File: config.mk
export PLATFORM = sky130hd
export DESIGN_NAME = dsc_series_step
export DESIGN_NICKNAME = d
export VERILOG_FILES = /design/src/hdl/dsc_pkg.sv /design/src/hdl/dsc_series_step.sv
export SDC_FILE = /design/constraint.sdc
export NUM_CORES = 2
export LEC_CHECK = 0
export ABC_AREA = 0
export BUFFER_PORTS_ARGS = -buffer_cell sky130_fd_sc_hd__buf_2
export CORE_ASPECT_RATIO = 0.6
export CORE_UTILIZATION = 60
export DETAILED_ROUTE_END_ITERATION = 7
export GPL_ROUTABILITY_DRIVEN = 0
export GPL_TIMING_DRIVEN = 0
export PLACE_DENSITY_LB_ADDON = 0.12
export SYNTH_ARGS = -nofsm -noshare
export SYNTH_HDL_FRONTEND = slang
export SYNTH_SLANG_ARGS = --single-unit
File: constraint.sdc
create_clock -name i_clk -period 10.5 [get_ports i_clk]
set_input_delay 0.525 -clock i_clk [delete_from_list [all_inputs] [get_ports i_clk]]
set_output_delay 0.525 -clock i_clk [all_outputs]
set_load 0.005 [all_outputs]
File: src/hdl/dsc_pkg.sv
// Shared constants, tables and types for the degree sine and cosine unit.
package dsc_pkg;

    // Default number of fraction bits on the angle and on the results.
    localparam int FRACTION_BITS = 16;

    // Width of the incoming angle word.
    localparam int ANGLE_BITS = 32;

    // Fraction bits of the internal unsigned series arithmetic.
    localparam int WORK_BITS = 30;

    // Pi in Q60 and pi/180 in Q38, both truncated.
    localparam logic [63:0] PI_Q60 = 64'h3243F6A8885A308D;
    localparam logic [32:0] DEG2RAD_Q38 = 33'((PI_Q60 / 64'd180) >> 22);

    // Divisors of the nested series terms, innermost first.
    localparam int SIN_TERMS = 5;
    localparam int COS_TERMS = 6;
    localparam int unsigned SIN_DIV [SIN_TERMS] = '{110, 72, 42, 20, 6};
    localparam int unsigned COS_DIV [COS_TERMS] = '{132, 90, 56, 30, 12, 2};

    // Quadrant codes of the folded angle.
    localparam logic [1:0] QUAD_0 = 2'd0;
    localparam logic [1:0] QUAD_1 = 2'd1;
    localparam logic [1:0] QUAD_2 = 2'd2;
    localparam logic [1:0] QUAD_3 = 2'd3;

    // Where the reduced angle came from: its quadrant and whether it was mirrored.
    typedef struct packed {
        logic [1:0] quad;
        logic       swap;
    } t_dir;

endpackage

File: src/hdl/dsc_series_step.sv
// One nested series term t' = 1 - (r2 * t) / k, in three register stages.
module dsc_series_step #(
    parameter int unsigned DIVISOR = 2,
    parameter int          SIDE_W  = 1
) (
    input  logic                          i_clk,
    input  logic                          i_rst_n,
    input  logic                          i_adv,
    input  logic                          i_vld,
    input  logic [dsc_pkg::WORK_BITS-1:0] i_r2,
    input  logic [dsc_pkg::WORK_BITS:0]   i_t,
    input  logic [SIDE_W-1:0]             i_side,
    output logic                          o_vld,
    output logic [dsc_pkg::WORK_BITS-1:0] o_r2,
    output logic [dsc_pkg::WORK_BITS:0]   o_t,
    output logic [SIDE_W-1:0]             o_side
);

    localparam int W = dsc_pkg::WORK_BITS;

    localparam logic [W:0]   ONE   = (W + 1)'(1) << W;
    localparam logic [W-1:0] RECIP = W'((64'd1 << W) / 64'(DIVISOR));
    localparam logic [W-1:0] DIV_W = W'(DIVISOR);

    logic [2:0]        r_vld;

    logic [W-1:0]      ra_p;
    logic [W-1:0]      ra_r2;
    logic [SIDE_W-1:0] ra_side;
    logic [2*W:0]      w_prod;

    logic [W-1:0]      rb_p;
    logic [W-1:0]      rb_qe;
    logic [W-1:0]      rb_r2;
    logic [SIDE_W-1:0] rb_side;
    logic [2*W-1:0]    w_qprod;

    logic [W:0]        rc_t;
    logic [W-1:0]      rc_r2;
    logic [SIDE_W-1:0] rc_side;
    logic [W-1:0]      w_qk;
    logic [W-1:0]      w_rem;
    logic              w_ge;
    logic [W:0]        n_t;

    assign w_prod  = (2 * W + 1)'(i_r2) * (2 * W + 1)'(i_t);

    // The reciprocal estimate is low by at most one; the remainder check fixes it.
    assign w_qprod = (2 * W)'(ra_p) * (2 * W)'(RECIP);

    assign w_qk    = W'(rb_qe * DIV_W);
    assign w_rem   = rb_p - w_qk;
    assign w_ge    = w_rem >= DIV_W;
    assign n_t     = ONE - {1'b0, rb_qe} - (W + 1)'(w_ge);

    always_ff @(posedge i_clk) begin
        if (!i_rst_n) begin
            r_vld <= '0;
        end else if (i_adv) begin
            r_vld <= {r_vld[1:0], i_vld};
        end
    end

    always_ff @(posedge i_clk) begin
        if (i_adv) begin
            ra_p    <= w_prod[2*W-1:W];
            ra_r2   <= i_r2;
            ra_side <= i_side;

            rb_p    <= ra_p;
            rb_qe   <= w_qprod[2*W-1:W];
            rb_r2   <= ra_r2;
            rb_side <= ra_side;

            rc_t    <= n_t;
            rc_r2   <= rb_r2;
            rc_side <= rb_side;
        end
    end

    assign o_vld  = r_vld[2];
    assign o_r2   = rc_r2;
    assign o_t    = rc_t;
    assign o_side = rc_side;

endmodule

# [Word level (Yosys, flattened, before mapping)]
# Cells that the tools add are included.
[word_totals] ff_bits=216 in_bits=66 out_inout_bits=63 word_cells=16
[classes] add_sub_neg=3 mul=1 order_cmp=1
[ops] cell="30-bit by 31-bit multiplier with 60-bit output" count=1
[ops] cell="31-bit by 1-bit subtractor with 31-bit output" count=1
[ops] cell="31-bit by 29-bit subtractor with 31-bit output, first input constant" count=1
[ops] cell="30-bit by 2-bit greater-or-equal comparator with 1-bit output, second input constant" count=1
[ops] cell="30-bit subtractor" count=1

# [Longest topological paths before layout]
[logic_depth] word_depth=3 mapped_depth=27 ltp_nobuf=25

# [Least setup slack after synthesis]
# OpenSTA, ideal clock, no wires.
[synth_timing] path_kind="input port to flip-flop" startpoint="in i_r2[9] (netlist name)" endpoint="reg ra_p[29], data pin" setup_ns=0.265 t_arrival_ns=6.681 required_ns=10.235 path_slack_ns=3.554 cell_stages=25 path_buffers=1 cell_sequence="clkbuf_1 -> nand2_1 -> fa_1 -> inv_1 -> fa_1 -> inv_1 -> fa_1 -> inv_1 -> fa_1 -> fa_1 -> fa_1 -> fa_1 -> inv_1 -> fa_1 -> inv_1 -> ha_1 -> nand4_1 -> nor2_2 -> o2111ai_2 -> a21oi_4 -> o21ai_4 -> o21bai_4 -> a31oi_4 -> a21oi_1 -> o211ai_2"
[synth_between] elab_chain_len=1
[synth_rtl] item="start: declaration" line_no="dsc_series_step.sv:10" rtl="input logic [dsc_pkg::WORK_BITS-1:0] i_r2,"
[synth_rtl] item="30-bit by 31-bit multiplier with 60-bit output" line_no="dsc_series_step.sv:46" rtl="assign w_prod = (2 * W + 1)'(i_r2) * (2 * W + 1)'(i_t);"
[synth_rtl] item="named net w_prod[59]" line_no="dsc_series_step.sv:30" rtl="logic [2*W:0] w_prod;"
[synth_rtl] item="end signal: assignment" line_no="dsc_series_step.sv:66" rtl="ra_p <= w_prod[2*W-1:W];"
[synth_rtl] item="end: declaration" line_no="dsc_series_step.sv:27" rtl="logic [W-1:0] ra_p;"
# The timed path passes the listed nets, and every way through them passes these cells.
# A chain may end at the register's enable or synchronous reset.

# [Worst setup path after layout]
[layout_timing] startpoint="in i_t[1] (netlist name)" endpoint="reg ra_p[20], data pin"
[layout_between] elab_chain_len=1
[layout_rtl] item="start: declaration" line_no="dsc_series_step.sv:11" rtl="input logic [dsc_pkg::WORK_BITS:0] i_t,"
[layout_rtl] item="30-bit by 31-bit multiplier with 60-bit output" line_no="dsc_series_step.sv:46"
[layout_rtl] item="named net w_prod[50]" line_no="dsc_series_step.sv:30"
# The timed path passes the listed nets, and every way through them passes these cells.

==> impl_results.md <==
* Critical Path Sink Type: flip-flop
* Vias at 26800
* Syn_area_per_cell at 10.0 um2
* Top-area cell type share of the netlist area at 43.9%
* Post-DR vias/cell at 5.79
* DP HPWL at 96700 um
* Distinct cells, synth at 73
* Gr usage total at 39.4%
* Register area share after synthesis at 15.0%
* Final setup viols at 0
* Remaining global-route overflow at 0
* Syn nets at 4819
* DR pass1 iterations at 7
* Hold depth at 1
* CP max FO at 10
* H-tree depth at 4
* Number of synthesized flops with an enable pin at 182
* Largest delay share family, worst path: adder cells
* Max-Cap Viols at 0
* Ys Warns at 0
* CP most frequent cell: fa_1
* Post-Route Skew at 0.0134 ns
* Worst slew pin tran at 1.46 ns
* Nets@finish at 4939
* Die ar. at 62300 um2
* Post-synthesis cell area at 36800 um2
* I/O pin total at 129
* DR iter-0 viols at 3612
* Crit-path slowest cell: a21oi_1
* Final min period at 10.15 ns
* Unrepaired setup endpoints after global routing: false
* Setup_tns at 0 ns
* Residual DRC at 0
* Post-route insts no fill at 4632
* Top Usage Layer GRT: met1
* Post-Syn Instances at 3676
* Post-synthesis async set-or-reset flop share at 0%
* Vias in the first global route at 26800
* Most used flip-flop cell after synthesis: edfxtp_1
* Total core area at 59800 um2
* Critical Path Stages at 25
* Worst endpoint data arrival time at 10.35 ns
* CTS root buffer: clkbuf_16
* DRT antenna net count at 0
* Most common cell after layout, fill and taps aside: inv_1
* Initial antenna violation count at 11
* Die X at 322 um
* Num Clock Sinks at 185
* Status: finished clean
* Type of origin of the critical path: primary input
* Flops & latches, synth at 185
* CP Buf/Inv Count at 6
* Placed cells at 4593
* Die Ht at 194 um
* Hold-fix buffers, CTS at 0
* Final Hold Viols at 0
* PostCTS Resize Cnt at 0
* Tcrit/Tclk final at 96.7%
* Fillers at 5008
* Slowest stage delay, CP at 0.97 ns
* Fin. max-slew vios at 0
* Worst hold path type: primary input to flip-flop
* Global-route wire length before repair at 174000 um
* Dominant cell type by area after synthesis: fa_1
* Worst Path Required at 10.69 ns
* CTS tree: built
* Wire per inst at 25.4 um
* Row Count at 69
* Port Buffers at 100
* Initial Utilization at 61.5%
* Most frequent cells in the layout: 869 x inv_1, 806 x fa_1, 542 x and2_1
* DRT Wirelength at 118000 um
* Critical Setup Path Class: primary input to flip-flop
* Largest net degree at the start of global routing at 126
* Post-CTS Setup Inserts at 0
* GR Layer Usage met3 at 25.8%
* Reg2Reg Depth at 13
* GR Layer Usage met1 at 58.0%
* Area of the multi-input gates at 27300 um2
* Max Fclk at 98.5 MHz
* Clock tree buffer depth at 2
* Global Route met2 Usage at 45.6%
* CTS Buf Count at 17
* Register area at 5530 um2
* Area delta synth->final at 5.86%
* Top cells by area, synth: fa_1 44%, edfxtp_1 15%, and2_1 9.2%, ha_1 9.2%, inv_1 8.9%
* Share of layout cells above drive strength 1 at 4.38%
* Clk slew on worst S/H paths at 0.07 ns
* Clk_lat worst skew at 0.46 ns
* Slew Limit Headroom at 2.41%
## cell usage after synthesis (5+ instances only)
cell and instances:
xor2_1 18, nand4_1 11, ha_1 271, a21oi_1 58, and2_1 542, a31oi_1 7, a211oi_1 9, mux2i_1 8
fa_1 806, inv_1 869, nand3_1 13, a21o_1 32, nor2b_1 11, o21ai_1 9, a21oi_2 5, o21ai_0 22
and3_1 7, xnor2_1 35, nand2_1 427, o21bai_1 20, nand2b_1 5, clkbuf_1 185, o21a_1 7, nor3_1 13
edfxtp_1 182, nor2_1 32
## layout make-up
class,instances,share of cell area [%]
Tap cell,816,2.62
Clock inverter,15,0.395
Sequential cell,185,14.2
Timing Repair Buffer,101,1.38
Inverter,869,8.38
Clock buffer,17,1.09
Buffer,186,1.80
Antenna cell,7,0.0450
Multi-Input combinational cell,2436,70.1
## stage by stage
stage | setup WS (ns) | utilization (%) | hold slack (ns) | instance area, um2
2_1_floorplan | 3.55 | - | 0.400 | 36800
3_3_place_gp | 0.541 | 64.0 | 0.400 | 38300
3_5_place_dp | 0.597 | 64.1 | 0.405 | 38300
4_1_cts | 1.02 | 65.0 | 0.241 | 38900
5_1_grt | 0.449 | 65.0 | 0.241 | 38900
6_report | 0.345 | 65.1 | 0.262 | 38900
## sequential cells by signal, indices dropped and copies added (netlist names), 3 cells and up
name   cells
ra_p      29
o_t       31
r_vld      3
o_r2      30
rb_p      29
rb_r2     30
ra_r2     30
## logic make-up after synthesis
kind of cell	Yosys count	share of synthesized area, %
xor gates and xnor gates	53	1.26
buffers and inverters	1055	10.8
and+or+nand+nor	1086	15.5
DFF	185	15.0
muxes	8	0.218
adders and majority gates	1077	53.1
AOI/OAI and AO/OA	212	4.10
## worst paths after layout
check	startpoint	endpoint	slack (ns)
setup reg to reg	rb_p[1]$_DFFE_PP_	o_t[29]$_DFFE_PP_	7.46
hold reg to reg	ra_p[12]$_DFFE_PP_	rb_p[12]$_DFFE_PP_	0.41
setup / recovery	i_t[1]	ra_p[20]$_DFFE_PP_	0.35
hold / removal	i_side	ra_side$_DFFE_PP_	0.26
## routing by layer
| layer | vias up | wire [um] |
|---|---|---|
| met5 | - | 437 |
| met4 | 20 | 4120 |
| met3 | 305 | 24600 |
| met2 | 2138 | 40500 |
| met1 | 13300 | 48100 |
| li1 | 11100 | - |
Power is left out: the tool's default activity adds up to more than one toggle a clock period on the data nets, which glitch-free logic cannot reach.
