## src/hdl/dsc_pkg.sv

```systemverilog
// Shared constants, tables and types for the degree sine and cosine unit.
package dsc_pkg;

    // Default number of fraction bits on the angle and on the results.
    localparam int FRACTION_BITS = 16;

    // Width of the incoming angle word.
    localparam int ANGLE_BITS = 32;

    // Fraction bits of the internal unsigned series arithmetic.
    localparam int WORK_BITS = 30;

    // Pi in Q60 and pi/180 in Q38, both truncated.
    localparam logic [63:0] PI_Q60 = 64'h3243F6A8885A308D;
    localparam logic [32:0] DEG2RAD_Q38 = 33'((PI_Q60 / 64'd180) >> 22);

    // Divisors of the nested series terms, innermost first.
    localparam int SIN_TERMS = 5;
    localparam int COS_TERMS = 6;
    localparam int unsigned SIN_DIV [SIN_TERMS] = '{110, 72, 42, 20, 6};
    localparam int unsigned COS_DIV [COS_TERMS] = '{132, 90, 56, 30, 12, 2};

    // Quadrant codes of the folded angle.
    localparam logic [1:0] QUAD_0 = 2'd0;
    localparam logic [1:0] QUAD_1 = 2'd1;
    localparam logic [1:0] QUAD_2 = 2'd2;
    localparam logic [1:0] QUAD_3 = 2'd3;

    // Where the reduced angle came from: its quadrant and whether it was mirrored.
    typedef struct packed {
        logic [1:0] quad;
        logic       swap;
    } t_dir;

endpackage

```

## src/hdl/dsc_fold.sv

```systemverilog
// Angle folding front end: magnitude, modulo one turn, octant reduction and radians.
module dsc_fold #(
    parameter int FRACTION_BITS = dsc_pkg::FRACTION_BITS
) (
    input  logic                                  i_clk,
    input  logic                                  i_rst_n,
    input  logic                                  i_adv,
    input  logic                                  i_vld,
    input  logic signed [dsc_pkg::ANGLE_BITS-1:0] i_angle,
    output logic                                  o_vld,
    output logic [dsc_pkg::WORK_BITS-1:0]         o_r,
    output logic [dsc_pkg::WORK_BITS-1:0]         o_r2,
    output dsc_pkg::t_dir                         o_dir
);

    localparam int F      = FRACTION_BITS;
    localparam int AW     = dsc_pkg::ANGLE_BITS;
    localparam int W      = dsc_pkg::WORK_BITS;
    localparam int NW     = AW - F;
    localparam int RW     = 10;
    localparam int IW     = 9;
    localparam int DW     = 7;
    localparam int XW     = F + 6;
    localparam int STAGES = 8;

    localparam int TURN    = 360;
    localparam int QUARTER = 90;
    localparam int EIGHTH  = 45;

    localparam logic [NW-1:0]  RECIP      = NW'((64'd1 << NW) / 64'd360);
    localparam logic [F+6:0]   EIGHTH_FX  = (F + 7)'(EIGHTH) << F;
    localparam logic [F+6:0]   QUARTER_FX = (F + 7)'(QUARTER) << F;

    logic [STAGES-1:0] r_vld;

    // Stage 1: magnitude.
    logic [AW-1:0]   r1_m;
    logic            r1_neg;
    logic [AW-1:0]   n1_m;

    // Stage 2: integer degrees split off, quotient estimate by 360.
    logic [NW-1:0]   r2_n;
    logic [NW-1:0]   r2_qe;
    logic [F-1:0]    r2_frac;
    logic            r2_neg;
    logic [2*NW-1:0] w_qprod;

    // Stage 3: remainder before correction.
    logic [RW-1:0]   r3_r0;
    logic [F-1:0]    r3_frac;
    logic            r3_neg;
    logic [NW+8:0]   w_qm;
    logic [NW+8:0]   w_r0;

    // Stage 4: folded angle in 0 to 360 degrees.
    logic [IW-1:0]   r4_ideg;
    logic [F-1:0]    r4_frac;
    logic [RW-1:0]   w_rem_full;
    logic [IW-1:0]   w_rem;
    logic [IW-1:0]   n4_ideg;
    logic [F-1:0]    n4_frac;

    // Stage 5: quadrant and degrees within it.
    logic [1:0]      r5_quad;
    logic [DW-1:0]   r5_dint;
    logic [F-1:0]    r5_frac;
    logic [1:0]      n5_quad;
    logic [DW-1:0]   n5_dint;

    // Stage 6: reduced angle of at most 45 degrees.
    logic [XW-1:0]   r6_x;
    dsc_pkg::t_dir   r6_dir;
    logic [F+6:0]    w_d;
    logic            w_swap;
    logic [F+6:0]    w_x_full;

    // Stage 7: radians in Q30.
    logic [W-1:0]    r7_r;
    dsc_pkg::t_dir   r7_dir;
    logic [XW+32:0]  w_rprod;

    // Stage 8: square of the radians.
    logic [W-1:0]    r8_r;
    logic [W-1:0]    r8_r2;
    dsc_pkg::t_dir   r8_dir;
    logic [2*W-1:0]  w_sq;

    assign n1_m     = i_angle[AW-1] ? (~i_angle + AW'(1)) : i_angle;

    assign w_qprod  = (2 * NW)'(r1_m[AW-1:F]) * (2 * NW)'(RECIP);

    assign w_qm     = (NW + 9)'(r2_qe) * (NW + 9)'(TURN);
    assign w_r0     = (NW + 9)'(r2_n) - w_qm;

    assign w_rem_full = (r3_r0 >= RW'(TURN)) ? (r3_r0 - RW'(TURN)) : r3_r0;
    assign w_rem      = w_rem_full[IW-1:0];

    // A negative angle is a turn minus the remainder of its magnitude.
    always_comb begin
        n4_ideg = w_rem;
        n4_frac = r3_frac;
        if (r3_neg) begin
            if (r3_frac == '0) begin
                n4_ideg = IW'(TURN) - w_rem;
            end else begin
                n4_ideg = IW'(TURN - 1) - w_rem;
                n4_frac = F'(0) - r3_frac;
            end
        end
    end

    // A full turn wraps back to quadrant zero.
    always_comb begin
        priority if (r4_ideg >= IW'(TURN)) begin
            n5_quad = dsc_pkg::QUAD_0;
            n5_dint = '0;
        end else if (r4_ideg >= IW'(3 * QUARTER)) begin
            n5_quad = dsc_pkg::QUAD_3;
            n5_dint = DW'(r4_ideg - IW'(3 * QUARTER));
        end else if (r4_ideg >= IW'(2 * QUARTER)) begin
            n5_quad = dsc_pkg::QUAD_2;
            n5_dint = DW'(r4_ideg - IW'(2 * QUARTER));
        end else if (r4_ideg >= IW'(QUARTER)) begin
            n5_quad = dsc_pkg::QUAD_1;
            n5_dint = DW'(r4_ideg - IW'(QUARTER));
        end else begin
            n5_quad = dsc_pkg::QUAD_0;
            n5_dint = DW'(r4_ideg);
        end
    end

    assign w_d      = {r5_dint, r5_frac};
    assign w_swap   = w_d > EIGHTH_FX;
    assign w_x_full = w_swap ? (QUARTER_FX - w_d) : w_d;

    assign w_rprod  = (XW + 33)'(r6_x) * (XW + 33)'(dsc_pkg::DEG2RAD_Q38);

    assign w_sq     = (2 * W)'(r7_r) * (2 * W)'(r7_r);

    always_ff @(posedge i_clk) begin
        if (!i_rst_n) begin
            r_vld <= '0;
        end else if (i_adv) begin
            r_vld <= {r_vld[STAGES-2:0], i_vld};
        end
    end

    always_ff @(posedge i_clk) begin
        if (i_adv) begin
            r1_m        <= n1_m;
            r1_neg      <= i_angle[AW-1];

            r2_n        <= r1_m[AW-1:F];
            r2_qe       <= w_qprod[2*NW-1:NW];
            r2_frac     <= r1_m[F-1:0];
            r2_neg      <= r1_neg;

            r3_r0       <= w_r0[RW-1:0];
            r3_frac     <= r2_frac;
            r3_neg      <= r2_neg;

            r4_ideg     <= n4_ideg;
            r4_frac     <= n4_frac;

            r5_quad     <= n5_quad;
            r5_dint     <= n5_dint;
            r5_frac     <= r4_frac;

            r6_x        <= w_x_full[XW-1:0];
            r6_dir.quad <= r5_quad;
            r6_dir.swap <= w_swap;

            r7_r        <= w_rprod[F+8 +: W];
            r7_dir      <= r6_dir;

            r8_r        <= r7_r;
            r8_r2       <= w_sq[2*W-1:W];
            r8_dir      <= r7_dir;
        end
    end

    assign o_vld = r_vld[STAGES-1];
    assign o_r   = r8_r;
    assign o_r2  = r8_r2;
    assign o_dir = r8_dir;

endmodule

```

## config.mk

```make
export PLATFORM = sky130hd
export DESIGN_NAME = dsc_fold
export DESIGN_NICKNAME = d
export VERILOG_FILES = /design/src/hdl/dsc_pkg.sv /design/src/hdl/dsc_fold.sv
export SDC_FILE = /design/constraint.sdc
export NUM_CORES = 2
export LEC_CHECK = 0
export ABC_AREA = 1
export BUFFER_PORTS_ARGS = -buffer_cell sky130_fd_sc_hd__buf_4
export CAP_MARGIN = 20
export CORE_ASPECT_RATIO = 0.9
export CORE_MARGIN = 10
export CORE_UTILIZATION = 33
export CTS_BUF_LIST = sky130_fd_sc_hd__clkbuf_4
export DETAILED_ROUTE_END_ITERATION = 10
export PLACE_DENSITY_LB_ADDON = 0.2
export SLEW_MARGIN = 10
export SYNTH_ARGS = -nofsm -noshare
export SYNTH_HDL_FRONTEND = slang
export SYNTH_SLANG_ARGS = --single-unit
```

## constraint.sdc

```tcl
create_clock -name i_clk -period 19.8 [get_ports i_clk]
set_clock_uncertainty 0.05 [all_clocks]
set_input_delay 3.96 -clock i_clk [delete_from_list [all_inputs] [get_ports i_clk]]
set_output_delay 3.96 -clock i_clk [all_outputs]
set_load 0.02 [all_outputs]
```

# ---- After elaboration in Yosys (flattened, before gate mapping)
# Index checks and enable logic that the tools add are counted.
dict set report word_totals {
  input_bits 36
  ff_bits 274
  ramBits 0
  romBits 0
  latchBits 0
  memories 0
}
dict set report op_classes {
  eq_ne 0
  bitwise 1
  n_reduce_logical 1
  n_shift 0
  magnitude_cmp 6
  n_addsub 10
  div_mod_pow 0
  n_mul 4
  mux 13
}
# operator n
set ops {}
lappend ops {{$mul 30x30->60} 1}
lappend ops {{$mul 22x33->54 const B} 1}
lappend ops {{$add 32x2->32 const B} 1}
lappend ops {{$mux 16} 2}
lappend ops {{$not 32->32} 1}
lappend ops {{$mux 31} 1}
lappend ops {{$mux 9} 3}
lappend ops {{$gt 23x22->1 const B} 1}
lappend ops {{$mul 16x7->23 const B} 1}
lappend ops {{$mux 22} 1}
lappend ops {{$sub 21x22->22 const A} 1}
lappend ops {{$mux 7} 3}
lappend ops {{$ge 9x9->1 const B} 2}
lappend ops {{$sub 9x9->9 const A} 2}
lappend ops {{$logic_not 16->1} 1}
lappend ops {{$sub 1x16->16 const A} 1}
lappend ops {{$ge 10x9->1 const B} 1}
lappend ops {{$sub 10x10->10} 1}
lappend ops {{$ge 9x7->1 const B} 1}
lappend ops {{$ge 9x8->1 const B} 1}
lappend ops {{$sub 9x9->9 const B} 1}
lappend ops {{$mul 8x6->7 const B} 1}
lappend ops {{$sub 7x4->7 const B} 1}
lappend ops {{$sub 7x6->7 const B} 1}
lappend ops {{3 further kinds} 4}

# ---- Depth between registers and ports, before layout
dict set report logic_depth {
  word_depth 5
  depth_mapped 33
}

# ---- Worst setup path before layout
# Ideal clock, no wire load.
dict set report synth_timing {
  path_kind {register -> register}
  from {register r7_r[18]}
  to {register r8_r2[21], in the netlist o_r2[21], data pin}
  t_arrival_ps 6424
  n_path_buf 2
  period_less_slack_ps 6727
  path_stages_with_launch 28
  slack_ps 13073
  cell_sequence {edfxtp_1 -> clkbuf_1 -> buf_1 -> nand2_1 -> fa_1 -> inv_1 -> fa_1 -> inv_1 -> fa_1 -> fa_1 -> inv_1 -> fa_1 -> fa_1 -> fa_1 -> inv_1 -> fa_1 -> inv_1 -> ha_1 -> nand2_1 -> nor2_1 -> inv_1 -> nor2_1 -> inv_1 -> nor2_1 -> and2_1 -> nand2_1 -> nand3_1 -> nand2_1}
}
dict set report synth_via {
  elab_chain_cells 1
}
# item line
set synth_lines {}
lappend synth_lines {{from (decl)} dsc_fold.sv:78} ;# logic [W-1:0] r7_r;
lappend synth_lines {{from (signal assigned)} dsc_fold.sv:173} ;# r7_r <= w_rprod[F+8 +: W];
lappend synth_lines {{$mul 30x30->60} dsc_fold.sv:138} ;# assign w_sq = (2 * W)'(r7_r) * (2 * W)'(r7_r);
lappend synth_lines {{via w_sq[51]} dsc_fold.sv:86} ;# logic [2*W-1:0] w_sq;
lappend synth_lines {{to (signal assigned)} dsc_fold.sv:177} ;# r8_r2 <= w_sq[2*W-1:W];
lappend synth_lines {{to (decl)} dsc_fold.sv:84} ;# logic [W-1:0] r8_r2;
# The timed path passes the listed nets, and every way through them passes these cells.
# A chain may end at the register's enable or synchronous reset.

# ---- Worst setup path after layout
dict set report layout_timing {
  from {register r7_r[15]}
  to {register r8_r2[3], in the netlist o_r2[3], data pin}
}
# The elaborated chain is that of the path after synthesis.

==> flow_metrics.py <==
metrics = {
    "critical_path": {
        "crit_arrival_ns": 8.66,
        "path_max_fanout": 31,
        "endpoint_kind": "flop",
        "critical_path_class": "reg2reg",
        "cp.required_ns": 20.45,
        "worst_setup_path_start_kind": "flop",
    },
    "placement": {
        "gp_congestion": 0.945,
        "hpwl_um": 126000,
        "io_buffers": 99,
        "place_area_mm2": 0.0559,
        "pre_cts_ws_ns": 11.95,
    },
    "sta": {
        "drv_slew": 0,
        "maxSlewHeadroom": 0.352,
        "worst_pin_slew_ns": 0.972,
        "finalSetupViolCount": 0,
        "fmax_mhz": 125,
        "min_period_over_period": 0.405,
        "setup_tns_ns": 0,
        "hold_viol": 0,
        "fin_crit_ns": 8.01,
        "rsz0062_at_grt": "no",
        "timing.final.ws_setup_ns": 11.79,
    },
    "global_route": {
        "grt_pass1_wl_um": 243000,
        "antenna_found_initial": 10,
        "grt.overflow.total": 0,
        "grt_start_max_net_pins": 95,
        "grt_use_total": 0.179,
        "grt_pass1_vias": 41200,
    },
    "synthesis": {
        "synthArstFlopShare": 0,
        "synth_edf_count": 265,
        "syn_inst": 5977,
        "seq_area_frac_synth": 0.154,
        "synth_cell_type_count": 51,
        "syn_nets": 7582,
        "syn_area_mm2": 0.0526,
        "ys.flop_type": "edfxtp_1",
        "synth_seq_cells": 273,
        "avgSynthCellArea_um2": 8.81,
        "yosysWarnings": 0,
    },
    "floorplan": {
        "pin_count": 100,
        "fp.dieW_um": 441,
        "rows": 138,
        "core_area_mm2": 0.158,
        "die-area_mm2": 0.176,
        "die_height_um": 399,
        "start_util": 0.334,
    },
    "clocking": {
        "cts_root_buf": "clkbuf_4",
        "cts_tree": "yes",
        "post_cts_buffers": 0,
        "clock_insertion_delay_worst_skew_ns": 1.04,
        "numClockSinks": 273,
        "cts_buffers": 88,
        "hold_buffers": 0,
        "clk_pin_slew_worst_paths_ns": 0.06,
        "cts_buffer_depth": 3,
        "cts_resized": 0,
        "cts-htree-levels": 3,
    },
    "routing": {
        "drcViolationCount": 0,
        "drt-pass1-iter-count": 6,
        "ant_nets": 0,
        "drtIter0Drc": 2327,
        "vias": 37900,
        "viasPerCell": 4.58,
        "routed_wl_um": 153000,
        "wl_per_cell_um": 18.6,
    },
    "final_layout": {
        "nets": 7708,
        "fillers": 16500,
        "drive_gt1_frac": 0.0503,
        "area_growth_pct": 8.21,
        "final_area_mm2": 0.0570,
    },
    "hold_path": {
        "min_path_type": "reg2reg",
    },
    "job": {
        "maxCapViolCount": 0,
    },
    "outcome": {
        "outcome": "completed",
    },
}
cell usage after synthesis (all sizes together) (3+ instances only):
cell type / instances / share of area
a21boi: 10 / 0.0014
a21o: 12 / 0.0017
a21oi: 190 / 0.018
a31oi: 5 / 0.00059
and2: 5 / 0.00059
buf: 26 / 0.0021
clkbuf: 70 / 0.0050
dfxtp: 8 / 0.0030
edfxtp: 265 / 0.15
fa: 979 / 0.37
ha: 590 / 0.14
inv: 1772 / 0.13
nand2: 1116 / 0.080
nand3: 133 / 0.013
nand3b: 8 / 0.0011
nand4: 41 / 0.0049
nor2: 359 / 0.026
nor3: 33 / 0.0033
nor4: 9 / 0.0012
o211ai: 3 / 0.00043
o21a: 3 / 0.00043
o21ai: 133 / 0.013
o21bai: 38 / 0.0055
o31ai: 6 / 0.00095
or2: 9 / 0.0011
xnor2: 51 / 0.0085
xor2: 98 / 0.016
per-layer routing:
metal / GRT usage / wire length [µm]
met5: 0 / 45
met2: 0.272 / 65900
met3: 0.0373 / 10200
met4: 0.0431 / 3730
met1: 0.261 / 73500
final timing paths:
kind                                    startpoint                   end  slack, ns  depth (start not counted)
worst max register to register  r7_r[15]$_DFFE_PP_     o_r2[3]$_DFFE_PP_      11.79                         23
worst min-delay path             r1_m[6]$_DFFE_PP_  r2_frac[6]$_DFFE_PP_       0.32                          0
worst max-delay path            r7_r[15]$_DFFE_PP_     o_r2[3]$_DFFE_PP_      11.79                         23
worst min register to register   r1_m[6]$_DFFE_PP_  r2_frac[6]$_DFFE_PP_       0.32                          0
worst max-delay path, stage by stage, from the launching register on:
cell and delay (ns):
edfxtp_1 0.32, buf_4 0.54, nand2_1 0.21, inv_1 0.12, fa_1 0.45, fa_1 0.55, inv_1 0.06, fa_1 0.60
fa_1 0.46, fa_1 0.56, inv_1 0.05, fa_1 0.48, fa_1 0.49, inv_1 0.05, fa_1 0.48, inv_1 0.04
ha_1 0.32, a21oi_1 0.33, o21ai_0 0.19, a21oi_1 0.31, nand3_1 0.20, nand2_1 0.11, nand2_1 0.13, xor2_1 0.53
metrics by stage:
| step | utilization | instances | hold slack [ns] |
|---|---|---|---|
| after floorplan | - | 5977 | 0.350 |
| after global placement | 0.354 | 8113 | 0.351 |
| after detailed placement | 0.354 | 8113 | 0.355 |
| after CTS | 0.361 | 8265 | 0.317 |
| after global routing | 0.361 | 8268 | 0.339 |
| final | 0.361 | 8268 | 0.321 |
placed cells by master (no fill, tap or decap), types with 97 or more instances in the layout:
cell type and count:
xor2_1 97, nor2_1 349, fa_1 979, nand3_1 127, edfxtp_1 265, o21ai_0 125, ha_1 590, nand2_1 1109
clkbuf_4 114, inv_1 1766, buf_4 131, a21oi_1 189
flip-flops by register name, indices dropped and copies added, names as in the netlist:
| signal | count |
|---|---|
| r2_neg | 1 |
| r4_frac | 16 |
| r2_n | 10 |
| r6_dir | 3 |
| r2_qe | 7 |
| r5_frac | 16 |
| r6_x | 22 |
| r1_neg | 1 |
| r2_frac | 16 |
| r3_r0 | 10 |
| r5_dint | 7 |
| r5_quad | 2 |
| r7_dir | 3 |
| o_dir | 3 |
| o_r | 30 |
| r4_ideg | 9 |
| r_vld | 8 |
| r3_frac | 16 |
| r7_r | 30 |
| o_r2 | 30 |
| r1_m | 32 |
| r3_neg | 1 |
cell families after synthesis:
logic type	synth area share
buf+inv	0.134
simple gates	0.132
fa+ha+maj	0.513
compound gates	0.0427
flops	0.154
xor+xnor	0.0249
area by class of cell:
class                      count  area, µm²  area share
timing repair buffer         132        998      0.0175
clock buffer                 114        856      0.0150
antenna                        3       7.51    0.000132
sequential                   273       8120       0.143
clock inverter                38        205     0.00360
inverter                    1772       6650       0.117
tap                         2100       2630      0.0461
multi-input combinational   3836      37500       0.658
Power is left out: the tool's default activity adds up to more than one toggle a clock period on the data nets, which glitch-free logic cannot reach.
